[config.mk]
export PLATFORM = sky130hd
export DESIGN_NAME = pom_divider
export DESIGN_NICKNAME = d
export VERILOG_FILES = /design/src/rtl/polyphonic_oscillator_mixer_core_assert.svh /design/src/rtl/pom_pkg.sv /design/src/rtl/pom_divider.sv
export SDC_FILE = /design/constraint.sdc
export NUM_CORES = 1
export LEC_CHECK = 0
export BUFFER_PORTS_ARGS = -buffer_cell sky130_fd_sc_hd__buf_2
export CAP_MARGIN = 10
export CORE_ASPECT_RATIO = 0.8
export CORE_MARGIN = 3
export CORE_UTILIZATION = 29
export DETAILED_ROUTE_END_ITERATION = 7
export GPL_ROUTABILITY_DRIVEN = 1
export PLACE_DENSITY = 0.49
export SYNTH_ARGS = -nofsm -noshare
export SYNTH_HDL_FRONTEND = slang
export SYNTH_SLANG_ARGS = --single-unit
[constraint.sdc]
create_clock -name clk -period 4.05 [get_ports clk]
set_clock_uncertainty 0.15 [all_clocks]
set_input_delay 1.0125 -clock clk [delete_from_list [all_inputs] [get_ports clk]]
set_output_delay 1.0125 -clock clk [all_outputs]
set_load 0.005 [all_outputs]
[src/rtl/polyphonic_oscillator_mixer_core_assert.svh]
// Assertion macros shared by the oscillator mixer RTL.
`ifndef POLYPHONIC_OSCILLATOR_MIXER_CORE_ASSERT_SVH
`define POLYPHONIC_OSCILLATOR_MIXER_CORE_ASSERT_SVH
// Implication checked on every clock edge outside reset.
`define POM_ASSERT_IMP(label, clk, rst_n, a, b) \
    label: assert property (@(posedge clk) disable iff (!rst_n) (a) |-> (b)) \
        else $error("assertion failed");
// Implication checked in the cycle after the antecedent.
`define POM_ASSERT_NEXT(label, clk, rst_n, a, b) \
    label: assert property (@(posedge clk) disable iff (!rst_n) (a) |=> (b)) \
        else $error("assertion failed");
`endif

[src/rtl/pom_pkg.sv]
// Package with types and constants of the oscillator mixer.
package pom_pkg;
    localparam logic [2:0] CFG_WAVEFORM = 3'd0;
    localparam logic [2:0] CFG_GAIN_SINE = 3'd1;
    localparam logic [2:0] CFG_GAIN_SQUARE = 3'd2;
    localparam logic [2:0] CFG_GAIN_TRIANGLE = 3'd3;
    localparam logic [1:0] MODE_TICK = 2'd0;
    localparam logic [1:0] MODE_NOTE_ON = 2'd1;
    localparam logic [1:0] MODE_NOTE_OFF = 2'd2;
    localparam logic [1:0] MODE_NOP = 2'd3;
    localparam logic [1:0] ST_DONE = 2'd0;
    localparam logic [1:0] ST_DUPLICATE = 2'd1;
    localparam logic [1:0] ST_FULL = 2'd2;
    localparam logic [1:0] ST_NOT_FOUND = 2'd3;
    localparam logic [2:0] WF_SINE = 3'd0;
    localparam logic [2:0] WF_SQUARE = 3'd1;
    localparam logic [2:0] WF_TRIANGLE = 3'd2;
    localparam logic [2:0] WF_SQ_SINE = 3'd3;
    localparam logic [2:0] WF_SQ_TRI = 3'd4;
    localparam logic [2:0] WF_2SINE_TRI = 3'd5;
    localparam logic [2:0] WF_ALL = 3'd6;
    localparam logic [31:0] Q30_HALF_PI = 32'd1686629713;
    localparam logic [31:0] Q30_POLY_B = 32'd688904866;
    localparam logic [31:0] Q30_POLY_C = 32'd76016977;
    localparam logic [31:0] Q30_SQUARE = 32'd429496730;
    typedef enum logic [4:0] {
        S_IDLE, S_SEARCH, S_SHIFT, S_PH_A, S_PH_B,
        S_V0, S_V1, S_V2, S_V3, S_V4, S_V5, S_V6, S_V7, S_V8, S_V9, S_V10, S_V11,
        S_DIV, S_OUT
    } state_t;
    typedef struct packed {
        logic        start;
        logic [63:0] dividend;
        logic [6:0]  divisor;
    } div_req_t;
    typedef struct packed {
        logic        busy;
        logic        done;
        logic [63:0] quotient;
    } div_rsp_t;
endpackage

[src/rtl/pom_divider.sv]
// Restoring divider that takes one quotient bit per cycle.
module pom_divider
    import pom_pkg::*;
(
    input  logic     clk,
    input  logic     rst_n,
    input  div_req_t req,
    output div_rsp_t rsp
);
    logic [63:0] quot_reg;
    logic [6:0]  rem_reg;
    logic [6:0]  dsr_reg;
    logic [5:0]  cnt_reg;
    logic        busy_reg;
    logic        done_reg;
    logic [7:0]  trial;

    assign trial = {rem_reg, quot_reg[63]};

    always_ff @(posedge clk or negedge rst_n)
    begin
        if (!rst_n)
        begin
            busy_reg <= 1'b0;
            done_reg <= 1'b0;
            cnt_reg <= '0;
        end
        else
        begin
            done_reg <= 1'b0;
            if (req.start)
            begin
                busy_reg <= 1'b1;
                cnt_reg <= '0;
            end
            else if (busy_reg)
            begin
                cnt_reg <= cnt_reg + 6'd1;
                if (cnt_reg == 6'd63)
                begin
                    busy_reg <= 1'b0;
                    done_reg <= 1'b1;
                end
            end
        end
    end

    always_ff @(posedge clk)
    begin
        if (req.start)
        begin
            quot_reg <= req.dividend;
            rem_reg <= '0;
            dsr_reg <= req.divisor;
        end
        else if (busy_reg)
        begin
            if (trial >= {1'b0, dsr_reg})
            begin
                rem_reg <= 7'(trial - {1'b0, dsr_reg});
                quot_reg <= {quot_reg[62:0], 1'b1};
            end
            else
            begin
                rem_reg <= trial[6:0];
                quot_reg <= {quot_reg[62:0], 1'b0};
            end
        end
    end

    assign rsp.busy = busy_reg;
    assign rsp.done = done_reg;
    assign rsp.quotient = quot_reg;
endmodule

==> results.txt, run 1 <==
GP Congestion -> 0.756
pin count of the biggest net entering global routing -> 65
I/O Buffers -> 139
crit path launch -> quot_reg[63]$_DFFE_PP_
Worst Setup Path Type -> reg2reg
leakage power -> 2.21 nW
Iter 0 DRT Violations -> 83
worst-path fanout max -> 9
Post-synth ARST share -> 9.30%
Antenna Diode Count -> 0
Synth Flop Type -> edfxtp_1
Post-DRT Antenna Nets -> 0
first-pass GRT wire length -> 14000 um
area grow syn2layout -> 28.8%
Ys Warns -> 0
Reg2Reg Setup Slack -> 1480 ps
Final nets -> 501
Initial Utilization -> 29.8%
main combinational cell family by area after synthesis -> multiplexers
Period minus WS final -> 2570 ps
hold buffers post-CTS -> 0
die width -> 139 um
cells after synthesis -> 282
total gr overflow -> 0
crit start category -> flip-flop
RR Endpoint -> rem_reg[0]$_SDFFE_PP0P_
vias in the first global route -> 2744
ratio of cells with drive above 1 in the final layout -> 54.6%
CTS H-tree depth -> 3
synthesized cell area -> 0.00409 mm^2
max-slew violations -> 0
Synth Area in Adders -> 2.94%
final wirelength -> 9010 um
simple-gate portion of the synthesized area -> 7.13%
insertion delay to the later sink of the worst-skew pair -> 330 ps
# Post-CTS Setup Buffers -> 0
num rows -> 38
worst flop-to-flop path startpoint -> quot_reg[63]$_DFFE_PP_
initial antenna violation count -> 0
number of vias per cell -> 4.46
Worst Tran Pin Value -> 614 ps
R2R depth -> 7
clk slew on worst S/H paths -> 60 ps
detailed-route via count -> 2692
post-synthesis mux area share -> 17.9%
drt pass-1 iters -> 4
outcome -> complete, no violations
RSZ-0062 raised after global routing -> no
max reg flops -> 64
Total GRT Usage -> 11.2%
Yosys cell types -> 51
CP endpoint kind -> flip-flop
WL per Instance -> 14.9 um
DP Wirelength -> 6440 um
CTS Buf Count -> 9
CP required -> 4150 ps
EDFF count, synth -> 71
CTS sink cnt -> 86
Top-Level Pins -> 140
crit share post-route -> 63.5%
Setup Viol. Count Final -> 0
Critical Path AT -> 2670 ps
residual DRC count -> 0
TritonCTS clock tree -> done
power density over cell area -> 500 mW/mm^2
Mapped Nets -> 365
XOR/XNOR Fraction of Synth Area -> 1.29%
Max Clk Rate -> 0.389 GHz
FF+latch count, synth -> 86
worst-case clock buffer depth -> 2
mean post-synth cell area -> 14.5 um^2
Hold WC Path Type -> in2async
post-cts sizing count -> 0
crit path to -> rem_reg[0]$_SDFFE_PP0P_
clk root buf -> clkbuf_16
max-cap violations -> 0
Die Y -> 112 um
full die area -> 0.0156 mm^2
relative slew slack -> 59.1%
setup TNS -> 0 ps
Hold Vio Cnt, Final -> 0
hold_ws -> 369 ps
Max IR drop VDD -> 0.192 mV
Synth Area in Compound Gates -> 6.98%
Fillers -> 1353
sequential area share after synthesis -> 60.5%
total core area -> 0.0137 mm^2
## cells by family (layout without fill, tap and decap cells)
kind of cell / count (synthesis) / in the layout
flops: 86 / 86
mux: 65 / 65
simple gates: 53 / 53
compound gates: 34 / 34
buf+inv: 29 / 170
fa+ha+maj: 9 / 9
xor+xnor: 6 / 6
## through the flow
stage               utilization [%]  cells  cell area (um^2)  worst slack, ps  total power [mW]
finish                         38.4    603              5260             1480              2.63
global route                   38.4    603              5260             1340              2.79
CTS                            38.4    603              5260             1480              2.67
detailed placement             36.3    587              4970             1390              1.83
global placement               36.3    587              4970             1420              1.83
floorplan                         -    282              4090              581              1.62
## power by group
part	internal [mW]	switching (mW)
logic	0.321	0.315
registers	1.09	0.0780
clock network	0.481	0.347
## cell type report
type	instances	area [um^2]	share of cell area, %
Sequential cell	86	2470	47.0
Multi-Input combinational cell	167	1480	28.1
Clock buffer	9	225	4.28
Tap cell	180	225	4.28
Clock inverter	7	70.1	1.33
Timing Repair Buffer	142	746	14.2
Inverter	12	45.0	0.856
## Yosys cell counts (3+ instances only)
| cell | number | area share, % |
|---|---|---|
| edfxtp_1 | 71 | 52 |
| mux2_2 | 63 | 17 |
| nor2_1 | 17 | 1.6 |
| inv_1 | 12 | 1.1 |
| dfrtp_1 | 8 | 4.9 |
| ha_1 | 8 | 2.4 |
| nand2_1 | 8 | 0.73 |
| dfxtp_1 | 7 | 3.4 |
| o21ai_0 | 6 | 0.73 |
| buf_1 | 5 | 0.46 |
| clkbuf_1 | 5 | 0.46 |
| a41oi_1 | 4 | 0.86 |
| nand2b_1 | 4 | 0.61 |
| nand4_1 | 4 | 0.61 |
| nor3b_1 | 4 | 0.73 |
| buf_2 | 3 | 0.37 |
| xnor2_1 | 3 | 0.64 |
| xor2_1 | 3 | 0.64 |
## critical path: stages (launching register included)
cell and delay [ps]:
edfxtp_1 360, inv_1 90, ha_1 240, fa_1 420, nand2b_2 230, a211o_1 380, and3_1 330, a311oi_2 280
## cells in the final DEF, fill, tap and decap left out, types with 3 or more instances in the layout
master and instances:
o21ai_0 6, buf_2 138, nand4_1 4, nor3b_1 4, inv_1 11, inv_6 3, nand2b_1 4, nand2_1 8
edfxtp_1 71, mux2_2 63, ha_1 8, dfrtp_1 8, xnor2_1 3, nor2_1 17, xor2_1 3, clkbuf_16 9
a41oi_1 4, dfxtp_1 7
## layer usage
metal | vias up | part of all wire [%] | GRT usage, %
met3 | 6 | 10 | 5.58
met4 | 0 | 0.62 | 2.74
met5 | - | 0 | 0
li1 | 1330 | - | -
met2 | 110 | 41 | 16.1
met1 | 1246 | 47 | 15.4
## how the worst min path moves through the flow
stage / startpoint / endpoint / slack (ps) / cells after the start
after floorplan: rem_reg[1]$_SDFFE_PP0P_ / rem_reg[2]$_SDFFE_PP0P_ / 340 / 2
after global placement: rem_reg[1]$_SDFFE_PP0P_ / rem_reg[2]$_SDFFE_PP0P_ / 370 / 2
after detailed placement: rem_reg[1]$_SDFFE_PP0P_ / rem_reg[2]$_SDFFE_PP0P_ / 370 / 2
after CTS: rst_n / done_reg$_DFF_PN0_ / 360 / 1
after global routing: rst_n / done_reg$_DFF_PN0_ / 360 / 1
final: rst_n / done_reg$_DFF_PN0_ / 370 / 1
Power figures use the tool's default switching activity.
==> run 2, diff against run 1 <==
--- a/config.mk
+++ b/config.mk
@@ -5,6 +5,7 @@
 export SDC_FILE = /design/constraint.sdc
 export NUM_CORES = 1
 export LEC_CHECK = 0
+export ABC_AREA = 1
 export BUFFER_PORTS_ARGS = -buffer_cell sky130_fd_sc_hd__buf_2
 export CAP_MARGIN = 10
 export CORE_ASPECT_RATIO = 0.8
@@ -12,7 +13,7 @@
 export CORE_UTILIZATION = 29
 export DETAILED_ROUTE_END_ITERATION = 7
 export GPL_ROUTABILITY_DRIVEN = 1
-export PLACE_DENSITY = 0.49
+export PLACE_DENSITY = 0.51
 export SYNTH_ARGS = -nofsm -noshare
 export SYNTH_HDL_FRONTEND = slang
 export SYNTH_SLANG_ARGS = --single-unit
==> constraint.sdc (replaced) <==
create_clock -name clk -period 2.35 [get_ports clk]
set_clock_uncertainty 0.15 [all_clocks]
set_input_delay 0.5875 -clock clk [delete_from_list [all_inputs] [get_ports clk]]
set_output_delay 0.5875 -clock clk [all_outputs]
set_load 0.005 [all_outputs]
==> run 2 against run 1 <==
Compared with the run above: routed wire length grew 15%; hold slack lost 97 ps; clock power grew 99%; combinational power grew 67%; register-to-register slack lost 1100 ps; cell count grew 26%; synthesized cell count grew 55%; via count grew 23%; die area shrank 1.2%; critical path type unchanged; critical path depth grew 5; highest routed layer is now met5; sequential power grew 68%; sequential share of layout area shrank 0.32 points.
==> results.txt, run 2 <==
synthesized cell area -> 0.00403 mm^2 (was 0.00409 mm^2)
clk slew on worst S/H paths -> 60 ps (about the same)
Post-synth top cells -> nand2_1, edfxtp_1, inv_1 (was edfxtp_1, mux2_2, nor2_1)
total gr overflow -> 0 (unchanged)
commonest non-fill, non-tap cell in the layout -> nand2_1 (was buf_2)
Antenna Diode Count -> 0 (unchanged)
final wirelength -> 10300 um (was 9010 um)
Iter 0 DRT Violations -> 142 (was 83)
slowest CP cell -> fa_1 (unchanged)
RR Endpoint -> rem_reg[0]$_SDFFE_PP0P_ (unchanged)
sequential area share after synthesis -> 61.3% (was 60.5%)
Hold Vio Cnt, Final -> 0 (unchanged)
setup TNS -> 0 ps (unchanged)
WHS Endpoint -> dsr_reg[0]$_DFFE_PP_
insertion delay to the later sink of the worst-skew pair -> 340 ps (was 330 ps)
crit start category -> flip-flop (unchanged)
leakage power -> 2.71 nW (was 2.21 nW)
cells after synthesis -> 438 (was 282)
clk root buf -> clkbuf_16 (unchanged)
max-cap violations -> 0 (unchanged)
crit-path most repeated cell -> nand2_1
Synth Flop Type -> edfxtp_1 (unchanged)
Mapped Nets -> 521 (was 365)
Worst Tran Pin Value -> 436 ps (was 614 ps)
Worst Path Buf+Inv -> 2 (was 1)
FF+latch count, synth -> 86 (unchanged)
relative slew slack -> 70.9% (was 59.1%)
area of the multi-input gates -> 0.00139 mm^2 (was 0.00148 mm^2)
WL per Instance -> 13.6 um (was 14.9 um)
num rows -> 37 (was 38)
Post-DRT Antenna Nets -> 0 (unchanged)
vias in the first global route -> 3339 (was 2744)
Reg2Reg Setup Slack -> 380 ps (was 1480 ps)
Crit path max-delay family -> adder cells (was compound AO/OA/AOI/OAI gates)
Storage cell area -> 0.00247 mm^2 (unchanged)
Period minus WS final -> 1970 ps (was 2570 ps)
Crit path depth -> 12 (was 7)
ranking of synthesized cells by area -> edfxtp_1, nand2_1, dfrtp_1 (was edfxtp_1, mux2_2, dfrtp_1)
Total GRT Usage -> 14.1% (was 11.2%)
Setup Viol. Count Final -> 0 (unchanged)
EDFF count, synth -> 71 (unchanged)
I/O Buffers -> 139 (unchanged)
die width -> 138 um (was 139 um)
most frequent cell after synthesis -> nand2_1 (was edfxtp_1)
Critical Path AT -> 2090 ps (was 2670 ps)
Hold WC Path Type -> in2reg (was in2async)
residual DRC count -> 0 (unchanged)
drt pass-1 iters -> 4 (unchanged)
full die area -> 0.0154 mm^2 (was 0.0156 mm^2)
total core area -> 0.0132 mm^2 (was 0.0137 mm^2)
Layout Cells excl Fill -> 758 (was 603)
most frequent cells in the layout -> nand2_1, buf_2, edfxtp_1 (was buf_2, edfxtp_1, mux2_2)
top cell type's share of synthesized area -> 52.9% (was 52.2%)
RSZ-0062 raised after global routing -> no (unchanged)
Post-synth ARST share -> 9.30% (unchanged)
worst-case clock buffer depth -> 2 (unchanged)
CTS H-tree depth -> 3 (unchanged)
CTS sink cnt -> 86 (unchanged)
Yosys cell types -> 30 (was 51)
TritonCTS clock tree -> done (unchanged)
Top-Level Pins -> 140 (unchanged)
hold path cells -> 1
max-slew violations -> 0 (unchanged)
CP cell instances -> inv_1 > ha_1 > fa_1 > inv_1 > nand2_1 > nand2_1 > nand2_1 > nand2_1 > nand2_2 > nand3_1 > nand3_1 > o21ai_2 (was inv_1 > ha_1 > fa_1 > nand2b_2 > a211o_1 > and3_1 > a311oi_2)
ratio of cells with drive above 1 in the final layout -> 29.5% (was 54.6%)
CTS Buf Count -> 9 (unchanged)
mean post-synth cell area -> 9.21 um^2 (was 14.5 um^2)
Max IR drop VDD -> 0.406 mV (was 0.192 mV)
Die Y -> 111 um (was 112 um)
post-cts sizing count -> 0 (unchanged)
Design Power -> 4.69 mW (was 2.63 mW)
Placed Cells -> 741 (was 587)
max reg flops -> 64 (unchanged)
GP Congestion -> 0.775 (was 0.756)
worst flop-to-flop path startpoint -> quot_reg[63]$_DFFE_PP_ (unchanged)
detailed-route via count -> 3299 (was 2692)
first-pass GRT wire length -> 17100 um (was 14000 um)
CP endpoint kind -> flip-flop (unchanged)
number of vias per cell -> 4.35 (was 4.46)
dominant cell type by area after synthesis -> edfxtp_1 (unchanged)
crit-path max cell delay -> 410 ps (was 420 ps)
Worst Setup Path Type -> reg2reg (unchanged)
Final nets -> 661 (was 501)
Max Clk Rate -> 0.509 GHz (was 0.389 GHz)
crit share post-route -> 83.7% (was 63.5%)
DP Wirelength -> 7480 um (was 6440 um)
hold_ws -> 272 ps (was 369 ps)
worst-path fanout max -> 8 (was 9)
pin count of the biggest net entering global routing -> 69 (was 65)
area grow syn2layout -> 31.4% (was 28.8%)
Ys Warns -> 0 (unchanged)
Initial Utilization -> 30.5% (was 29.8%)
min-delay src -> req[0]
initial antenna violation count -> 1 (was 0)
R2R depth -> 12 (was 7)
outcome -> complete, no violations (unchanged)
Fillers -> 1389 (was 1353)
CP required -> 2480 ps (was 4150 ps)
power density over cell area -> 885 mW/mm^2 (was 500 mW/mm^2)
-- run 2: per-layer routing --
metal	share of wire, %	track usage (%)	up-vias	routed length (um)
met5	0.13	0	-	13
met4	1.2	4.15	2	127
met3	9.7	6.73	11	1010
met2	43	20.6	108	4420
met1	46	18.7	1493	4770
li1	-	-	1685	-
-- run 2: timing repair --
item,in CTS,in global routing
hold buffers,1,0
endpoints found under the hold margin,8,0
setup buffers,0,0
-- run 2: cell families (layout without fill, tap and decap cells) --
logic type               count (synthesis)  count (layout)  share of synthesized area (%)
XOR/XNOR                                 2               2                          0.434
adder cells (fa/ha/maj)                  9               9                           2.98
buffers and inverters                   43             188                           4.44
AND/OR/NAND/NOR                        288             288                           29.1
flip-flops                              86              86                           61.3
AO/OA/AOI/OAI                           10              10                           1.77
-- run 2: worst max-delay path by stage --
stage                           start                      end  slack [ps]
6_report       quot_reg[63]$_DFFE_PP_  rem_reg[0]$_SDFFE_PP0P_         380
5_1_grt        quot_reg[63]$_DFFE_PP_  rem_reg[5]$_SDFFE_PP0P_         180
4_1_cts        quot_reg[63]$_DFFE_PP_    quot_reg[0]$_DFFE_PP_         370
3_5_place_dp   quot_reg[63]$_DFFE_PP_    quot_reg[0]$_DFFE_PP_         380
3_3_place_gp   quot_reg[63]$_DFFE_PP_  rem_reg[0]$_SDFFE_PP0P_         430
2_1_floorplan                 req[71]    quot_reg[0]$_DFFE_PP_          70
-- run 2: worst reg2reg max path: cells and delay by family (launching register included) --
| family | cells | cell delay, ps |
|---|---|---|
| adder cells (fa/ha/maj) | 2 | 620 |
| AND/OR/NAND/NOR | 7 | 590 |
| flip-flops | 1 | 340 |
| buffers and inverters | 2 | 150 |
| AO/OA/AOI/OAI | 1 | 60 |
-- run 2: area by class of cell --
| type | instances | share of cell area (%) |
|---|---|---|
| clock buffer | 9 | 4.25 |
| clock inverter | 7 | 2.24 |
| inverter | 27 | 1.98 |
| multi-input combinational | 309 | 26.2 |
| sequential | 86 | 46.7 |
| tap | 175 | 4.13 |
| timing repair buffer | 145 | 14.5 |
-- run 2: stage by stage --
stage | setup WS (ps) | utilization (%) | instance area [um^2]
global placement | 427 | 37.3 | 4940
global route | 179 | 40.0 | 5300
detailed placement | 383 | 37.3 | 4940
CTS | 370 | 40.0 | 5300
floorplan | 73.3 | - | 4050
finish | 384 | 40.0 | 5300
-- run 2: power by group --
group	internal [mW]	total, mW	leakage [nW]	switching, mW
clock	1.04	1.65	0.169	0.609
sequential	1.85	1.97	0.934	0.122
combinational	0.452	1.06	1.60	0.609
total	3.35	4.69	2.71	1.34
